`src/fdk_pkg.sv`:
```
// Package for the FIFO with duplicate key reject.
// Holds item structs, status and command codes and default sizes; no dependencies.
`timescale 1ns / 1ps

package fdk_pkg;

   localparam int DEFAULT_QUEUE_DEPTH = 16;
   localparam int KEY_W  = 32;
   localparam int DATA_W = 32;
   localparam int FILL_W = 5;

   localparam logic CMD_ENQ = 1'b0;
   localparam logic CMD_DEQ = 1'b1;

   typedef enum logic [2:0] {
      ST_ENQ   = 3'd0,
      ST_DUP   = 3'd1,
      ST_FULL  = 3'd2,
      ST_DEQ   = 3'd3,
      ST_EMPTY = 3'd4
   } status_type;

   typedef struct packed {
      logic                      cmd;
      logic signed [KEY_W-1:0]   entry_key;
      logic signed [DATA_W-1:0]  entry_data;
   } req_item_type;

   typedef struct packed {
      status_type                status;
      logic signed [KEY_W-1:0]   out_key;
      logic signed [DATA_W-1:0]  out_data;
      logic [FILL_W-1:0]         fill_count;
      logic                      is_empty;
   } rsp_item_type;

endpackage

```
`src/fdk_store.sv`:
```
// Ring store of key and data pairs: one write port, one registered read port.
// Depends on fdk_pkg.
`timescale 1ns / 1ps

module fdk_store
   import fdk_pkg::*;
#(
   parameter int QUEUE_DEPTH = DEFAULT_QUEUE_DEPTH,
   localparam int PTR_W = (QUEUE_DEPTH > 1) ? $clog2(QUEUE_DEPTH) : 1
) (
   input  logic                     clock,
   input  logic                     wr_en,
   input  logic [PTR_W-1:0]         wr_addr,
   input  logic signed [KEY_W-1:0]  wr_key,
   input  logic signed [DATA_W-1:0] wr_data,
   input  logic [PTR_W-1:0]         rd_addr,
   output logic signed [KEY_W-1:0]  rd_key,
   output logic signed [DATA_W-1:0] rd_data
);

   logic signed [KEY_W-1:0]  key_mem  [QUEUE_DEPTH];
   logic signed [DATA_W-1:0] data_mem [QUEUE_DEPTH];
   logic signed [KEY_W-1:0]  rd_key_ff;
   logic signed [DATA_W-1:0] rd_data_ff;

   always_ff @(posedge clock) begin
      if (wr_en) begin
         key_mem[wr_addr]  <= wr_key;
         data_mem[wr_addr] <= wr_data;
      end
      rd_key_ff  <= key_mem[rd_addr];
      rd_data_ff <= data_mem[rd_addr];
   end

   assign rd_key  = rd_key_ff;
   assign rd_data = rd_data_ff;

endmodule

```
`src/fdk_seq.sv`:
```
// Sequencer: pointers, occupancy, key scan with one comparator, result build.
// Depends on fdk_pkg; drives the ports of fdk_store.
`timescale 1ns / 1ps

module fdk_seq
   import fdk_pkg::*;
#(
   parameter int QUEUE_DEPTH = DEFAULT_QUEUE_DEPTH,
   localparam int PTR_W = (QUEUE_DEPTH > 1) ? $clog2(QUEUE_DEPTH) : 1,
   localparam int OCC_W = $clog2(QUEUE_DEPTH + 1)
) (
   input  logic                     clock,
   input  logic                     reset,
   input  logic                     req_valid,
   output logic                     req_ready,
   input  req_item_type             req_item,
   output logic                     res_valid,
   input  logic                     res_ready,
   output rsp_item_type             res_item,
   output logic                     wr_en,
   output logic [PTR_W-1:0]         wr_addr,
   output logic signed [KEY_W-1:0]  wr_key,
   output logic signed [DATA_W-1:0] wr_data,
   output logic [PTR_W-1:0]         rd_addr,
   input  logic signed [KEY_W-1:0]  rd_key,
   input  logic signed [DATA_W-1:0] rd_data
);

   typedef enum logic [1:0] {
      S_IDLE,
      S_SCAN,
      S_DEQ,
      S_RESP
   } state_type;

   localparam logic [PTR_W-1:0] LAST_PTR = PTR_W'(QUEUE_DEPTH - 1);
   localparam logic [OCC_W-1:0] FULL_OCC = OCC_W'(QUEUE_DEPTH);
   localparam logic [OCC_W-1:0] ONE_OCC  = OCC_W'(1);

   state_type                state_ff, state_in;
   logic signed [KEY_W-1:0]  key_ff, key_in;
   logic signed [DATA_W-1:0] data_ff, data_in;
   logic [PTR_W-1:0]         head_ff, head_in;
   logic [PTR_W-1:0]         tail_ff, tail_in;
   logic [PTR_W-1:0]         scan_ptr_ff, scan_ptr_in;
   logic [OCC_W-1:0]         occ_ff, occ_in;
   logic [OCC_W-1:0]         iss_cnt_ff, iss_cnt_in;
   logic                     cmp_vld_ff, cmp_vld_in;
   rsp_item_type             res_ff, res_in;

   function automatic logic [PTR_W-1:0] ring_next(input logic [PTR_W-1:0] p);
      ring_next = (p == LAST_PTR) ? '0 : p + PTR_W'(1);
   endfunction

   always_comb begin
      state_in    = state_ff;
      key_in      = key_ff;
      data_in     = data_ff;
      head_in     = head_ff;
      tail_in     = tail_ff;
      scan_ptr_in = scan_ptr_ff;
      occ_in      = occ_ff;
      iss_cnt_in  = iss_cnt_ff;
      cmp_vld_in  = 1'b0;
      res_in      = res_ff;
      wr_en       = 1'b0;
      wr_addr     = tail_ff;
      wr_key      = key_ff;
      wr_data     = data_ff;

      case (state_ff)
         S_IDLE: begin
            if (req_valid) begin
               key_in  = req_item.entry_key;
               data_in = req_item.entry_data;
               if (req_item.cmd == CMD_ENQ) begin
                  if (occ_ff == '0) begin
                     wr_en    = 1'b1;
                     wr_key   = req_item.entry_key;
                     wr_data  = req_item.entry_data;
                     tail_in  = ring_next(tail_ff);
                     occ_in   = occ_ff + ONE_OCC;
                     res_in   = '{ST_ENQ, '0, '0, FILL_W'(occ_in), 1'b0};
                     state_in = S_RESP;
                  end else begin
                     scan_ptr_in = head_ff;
                     iss_cnt_in  = '0;
                     state_in    = S_SCAN;
                  end
               end else begin
                  if (occ_ff == '0) begin
                     res_in   = '{ST_EMPTY, '0, '0, '0, 1'b1};
                     state_in = S_RESP;
                  end else begin
                     state_in = S_DEQ;
                  end
               end
            end
         end
         S_SCAN: begin
            if (iss_cnt_ff != occ_ff) begin
               cmp_vld_in  = 1'b1;
               scan_ptr_in = ring_next(scan_ptr_ff);
               iss_cnt_in  = iss_cnt_ff + ONE_OCC;
            end
            if (cmp_vld_ff && (rd_key == key_ff)) begin
               res_in   = '{ST_DUP, '0, '0, FILL_W'(occ_ff), 1'b0};
               state_in = S_RESP;
            end else if ((iss_cnt_ff == occ_ff) && !cmp_vld_ff) begin
               if (occ_ff == FULL_OCC) begin
                  res_in = '{ST_FULL, '0, '0, FILL_W'(occ_ff), 1'b0};
               end else begin
                  wr_en   = 1'b1;
                  tail_in = ring_next(tail_ff);
                  occ_in  = occ_ff + ONE_OCC;
                  res_in  = '{ST_ENQ, '0, '0, FILL_W'(occ_in), 1'b0};
               end
               state_in = S_RESP;
            end
         end
         S_DEQ: begin
            head_in  = ring_next(head_ff);
            occ_in   = occ_ff - ONE_OCC;
            res_in   = '{ST_DEQ, rd_key, rd_data, FILL_W'(occ_in), occ_ff == ONE_OCC};
            state_in = S_RESP;
         end
         S_RESP: begin
            if (res_ready) begin
               state_in = S_IDLE;
            end
         end
         default: begin
            state_in = S_IDLE;
         end
      endcase
   end

   always_ff @(posedge clock) begin
      if (reset) begin
         state_ff   <= S_IDLE;
         head_ff    <= '0;
         tail_ff    <= '0;
         occ_ff     <= '0;
         cmp_vld_ff <= 1'b0;
      end else begin
         state_ff   <= state_in;
         head_ff    <= head_in;
         tail_ff    <= tail_in;
         occ_ff     <= occ_in;
         cmp_vld_ff <= cmp_vld_in;
      end
      key_ff      <= key_in;
      data_ff     <= data_in;
      scan_ptr_ff <= scan_ptr_in;
      iss_cnt_ff  <= iss_cnt_in;
      res_ff      <= res_in;
   end

   assign req_ready = (state_ff == S_IDLE);
   assign res_valid = (state_ff == S_RESP);
   assign res_item  = res_ff;
   assign rd_addr   = (state_ff == S_SCAN) ? scan_ptr_ff : head_ff;

endmodule

```
`src/fifo_with_duplicate_key_reject.sv`:
```
// Bounded FIFO of signed key and data pairs that rejects an enqueue whose key is
// already held, or that finds the queue full, and reports an empty dequeue by status.
// One item is handled at a time. An enqueue scans the held keys through one
// comparator fed by the store's single registered read port; an enqueue into an
// empty queue skips the scan. Every item yields one result with status, the
// dequeued pair (zero otherwise), the fill count after the operation and an empty
// flag. The result sits in an output register, so the next item is accepted while
// it waits; a further result that finds that register still full holds the block
// until it drains. Depends on fdk_pkg, fdk_store and fdk_seq.
`timescale 1ns / 1ps

module fifo_with_duplicate_key_reject
   import fdk_pkg::*;
#(
   parameter int QUEUE_DEPTH = DEFAULT_QUEUE_DEPTH
) (
   input  logic         clock,
   input  logic         reset,
   input  logic         req_valid,
   output logic         req_ready,
   input  req_item_type req_item,
   output logic         rsp_valid,
   input  logic         rsp_ready,
   output rsp_item_type rsp_item
);

   localparam int PTR_W = (QUEUE_DEPTH > 1) ? $clog2(QUEUE_DEPTH) : 1;

   logic                     wr_en;
   logic [PTR_W-1:0]         wr_addr;
   logic [PTR_W-1:0]         rd_addr;
   logic signed [KEY_W-1:0]  wr_key;
   logic signed [KEY_W-1:0]  rd_key;
   logic signed [DATA_W-1:0] wr_data;
   logic signed [DATA_W-1:0] rd_data;
   logic                     res_valid;
   logic                     res_ready;
   rsp_item_type             res_item;
   logic                     rsp_valid_ff, rsp_valid_in;
   rsp_item_type             rsp_item_ff, rsp_item_in;

   fdk_store #(
      .QUEUE_DEPTH(QUEUE_DEPTH)
   ) u_store (
      .clock  (clock),
      .wr_en  (wr_en),
      .wr_addr(wr_addr),
      .wr_key (wr_key),
      .wr_data(wr_data),
      .rd_addr(rd_addr),
      .rd_key (rd_key),
      .rd_data(rd_data)
   );

   fdk_seq #(
      .QUEUE_DEPTH(QUEUE_DEPTH)
   ) u_seq (
      .clock    (clock),
      .reset    (reset),
      .req_valid(req_valid),
      .req_ready(req_ready),
      .req_item (req_item),
      .res_valid(res_valid),
      .res_ready(res_ready),
      .res_item (res_item),
      .wr_en    (wr_en),
      .wr_addr  (wr_addr),
      .wr_key   (wr_key),
      .wr_data  (wr_data),
      .rd_addr  (rd_addr),
      .rd_key   (rd_key),
      .rd_data  (rd_data)
   );

   // output register loads when empty or being drained
   assign res_ready = !rsp_valid_ff || rsp_ready;

   always_comb begin
      rsp_valid_in = rsp_valid_ff;
      rsp_item_in  = rsp_item_ff;
      if (res_ready) begin
         rsp_valid_in = res_valid;
         if (res_valid) begin
            rsp_item_in = res_item;
         end
      end
   end

   always_ff @(posedge clock) begin
      if (reset) begin
         rsp_valid_ff <= 1'b0;
      end else begin
         rsp_valid_ff <= rsp_valid_in;
      end
      rsp_item_ff <= rsp_item_in;
   end

   assign rsp_valid = rsp_valid_ff;
   assign rsp_item  = rsp_item_ff;

endmodule
```
`config.mk`:
```
export PLATFORM = sky130hd
export DESIGN_NAME = fifo_with_duplicate_key_reject
export DESIGN_NICKNAME = d
export VERILOG_FILES = /design/src/fdk_pkg.sv /design/src/fdk_store.sv /design/src/fdk_seq.sv /design/src/fifo_with_duplicate_key_reject.sv
export SDC_FILE = /design/constraint.sdc
export NUM_CORES = 1
export LEC_CHECK = 0
export BUFFER_PORTS_ARGS = -buffer_cell sky130_fd_sc_hd__buf_2
export CORE_MARGIN = 3
export CORE_UTILIZATION = 60
export DETAILED_ROUTE_END_ITERATION = 7
export PLACE_DENSITY = 0.77
export SETUP_SLACK_MARGIN = 0.1
export SLEW_MARGIN = 10
export SYNTH_ARGS = -nofsm -noshare
export SYNTH_HDL_FRONTEND = slang
export SYNTH_SLANG_ARGS = --single-unit
```
`constraint.sdc`:
```
create_clock -name clock -period 10.7 [get_ports clock]
set_input_delay 0.535 -clock clock [delete_from_list [all_inputs] [get_ports clock]]
set_output_delay 0.535 -clock clock [all_outputs]
set_load 0.01 [all_outputs]
```
==> results.txt <==
Iteration-0 DRC Markers: 3086
Req. time, crit path: 11.03 ns
Die Ht: 294.9 µm
synthesized cell area: 50080 µm²
CP arrival: 5.32 ns
Max Clk Rate: 200.6 MHz
All-Layer GR Usage: 25.92%
starting density of the core: 60.80%
CTS buffer count: 132
fin. max-slew vios: 0
vias in the first global route: 25600
RSZ-0062 raised after global routing: no
Net Switching: 4.054 mW
cells after synthesis: 2438
Worst Path Buf+Inv: 4
CP startpoint: u_seq.state_ff[1]
crit-path cells: inv_1 -> ha_1 -> and2_4 -> buf_6 -> nand2_1 -> nor2_4 -> buf_4 -> a31o_2 -> nand2_1 -> nor2_4 -> buf_4
routed len/inst: 28.47 µm
ys async rst share: 0%
post-route ant nets: 0
CTS tree: yes
Max-Cap Viols: 0
Initial DRT Pass Iterations: 7
nets: 2764
Hold Path Sink: u_seq.key_ff[18]
hold_buf cts: 50
CP max FO: 66
Syn Nets: 2523
Final Power: 14.71 mW
clock power share: 32.6%
Largest stage delay, worst path: 0.86 ns
Worst setup EP type: register
Hold Path Class: in -> reg
commonest cells after routing, fill and taps aside: 1243 x edfxtp_1, 256 x mux4_2, 153 x nand2_1
total core area: 82370 µm²
Net Sw Frac: 27.57%
Ant. Diodes: 0
die footprint: 86970 µm²
I/O pins: 144
postcts setup bufs: 0
share of layout cells above drive strength 1: 26.55%
PortBufs: 143
PostCTS Resize Cnt: 0
area grow syn2layout: 14.03%
grt ovf: 0
status: complete, no violations
hpwl dp: 55070 µm
Non-Filler Instances: 3861
fin crit share: 46.58%
H-tree depth: 4
clock root cell: clkbuf_16
final core occ: 69.33%
final setup fails: 0
total wire length: 109900 µm
slowest CP cell: buf_4
combinational group share of total power: 21.0%
dpl cells: 3565
final hold vios: 0
Reg clk slew, reported paths: 0.06 ns
Yosys reg bits: 1324
post-layout min period: 4.984 ns
Yosys cell types: 53
sequential share of the synthesized area: 77.77%
Fin Setup TNS: 0 ns
leakage power: 18.79 nW
flop2flop setup slack: 5.72 ns
initial antenna violation count: 1
pwr/cell area: 257.5 nW/µm²
EDFF count, synth: 1243
Syn. warnings: 0
Site Rows: 105
Synth Flop Type: edfxtp_1
r2r worst-path depth: 11
Slew HR: 21.11%
Seq pwr share: 46.4%
Die X: 294.9 µm
clk_lat worst skew: 0.73 ns
first-pass GRT wire length: 165500 µm
most common cell after layout, fill and taps aside: edfxtp_1
crit path kind: reg -> reg
crit path launch type: register
Avg Vias per Cell: 6.476
r2r startpoint: u_seq.state_ff[1]
Pint: 10.65 mW
Sink Count: 1324
Mapped Avg Cell Area: 20.54 µm²
HP Start: req_item[50]
Fin Clk Skew: 0.02232 ns
DRC: 0
Final Wtd Congestion: 0.8376
Crit path max-delay family: buffers and inverters
clock buffer depth: 3
hold depth: 1
largest net degree at the start of global routing: 154
reg2reg end: u_store.data_mem[13][22]
Slew @ Worst Pin: 1.183 ns
routed via count: 25010
Peak VDD IR: 0.0002008 V
## power by group through the flow
stage	Sequential (mW)	Combinational (mW)	Clock, mW
after floorplan	6.88	2.18	0
after global placement	6.90	2.96	0
after detailed placement	6.92	3.05	0
after CTS	6.82	3.11	4.87
after global routing	6.86	3.33	5.09
final	6.82	3.09	4.79
## stage by stage
stage | worst slack, ns | area [µm²] | hold slack [ns]
6_report | 5.716 | 57110 | 0.04602
3_3_place_gp | 5.648 | 52070 | 0.4012
5_1_grt | 5.441 | 57110 | 0.01254
4_1_cts | 5.364 | 57100 | 0.0004273
3_5_place_dp | 5.410 | 52070 | 0.4045
2_1_floorplan | 2.610 | 50080 | 0.4003
## worst reg2reg max path: stages (launching register included)
cell	delay, ns
dfxtp_1	0.36
inv_1	0.15
ha_1	0.25
and2_4	0.17
buf_6	0.68
nand2_1	0.35
nor2_4	0.15
buf_4	0.46
a31o_2	0.26
nand2_1	0.25
nor2_4	0.56
buf_4	0.87
## area by class of cell
cell class              instances  area, µm²
well taps                    1070       1339
flip-flops and latches       1324      38950
clock inverters                89       1120
clock buffers                 157       3417
multi-input cells             978      10690
repair buffers                232       1550
fillers                      4762      25260
inverters                      11      41.29
## cell usage after synthesis (3+ instances only)
master    instances  area (µm²)
edfxtp_1       1243       37330
mux4_2          256        5766
nand2_1         153       574.3
and2_1          136       850.8
dfxtp_1          81        1622
mux2_2           67       754.5
a31oi_1          66       412.9
a211oi_1         64       480.5
clkbuf_1         51       191.4
buf_2            46       230.2
nor2_1           35       131.4
xnor2_1          24       210.2
a21oi_1          21       105.1
xor2_1           20       175.2
buf_4            19       142.6
ha_1             16       200.2
o21ai_0          14       70.07
inv_1            11       41.29
buf_1             9       33.78
nand3_1           8       40.04
nand4_1           8       50.05
nor3_1            8       40.04
nor2b_1           7       43.79
or3_1             7       43.79
mux2i_1           6       60.06
a21o_1            5       37.54
or4_1             5       37.54
nand2b_1          4       25.02
nor4_1            4       25.02
o31ai_1           4       30.03
a311oi_1          3       26.28
and3_1            3       18.77
nand3b_1          3       22.52
nor3_2            3       30.03
o311ai_0          3       26.28
## routing by layer
layer	part of all wire (%)	wire (µm)	up-vias	track usage [%]
met5	0.012	13	-	0
met4	3.2	3510	2	9.323
met1	39	42760	12970	36.89
met3	8.9	9780	244	5.169
li1	-	-	10370	-
met2	49	53850	1422	40.90
## flip-flops by register name, indices dropped and copies added, names as in the netlist, 5 cells and up
signal,cells
u_seq.res_item,73
u_seq.iss_cnt_ff,5
u_store.rd_key,32
u_store.rd_data,32
u_seq.occ_ff,5
u_seq.data_ff,32
u_store.data_mem,512
u_store.key_mem,512
rsp_item,73
u_seq.key_ff,32
## cells by family after synthesis
family | after synthesis | synth area share [%]
compound gates | 198 | 2.651
fa+ha+maj | 16 | 0.3997
mux | 329 | 13.14
buf+inv | 136 | 1.277
simple gates | 391 | 4.000
xor+xnor | 44 | 0.7695
flops | 1324 | 77.77
## how the worst max path moves through the flow
stage	to	slack [ns]	depth (start not counted)
6_report	u_store.data_mem[13][22]	5.72	11
5_1_grt	u_store.key_mem[13][31]	5.44	11
4_1_cts	u_store.data_mem[13][13]	5.36	11
3_5_place_dp	u_store.data_mem[13][22]	5.41	11
3_3_place_gp	u_store.data_mem[13][22]	5.65	11
2_1_floorplan	u_store.data_mem[3][0]	2.61	9
Power figures use the tool's default switching activity.
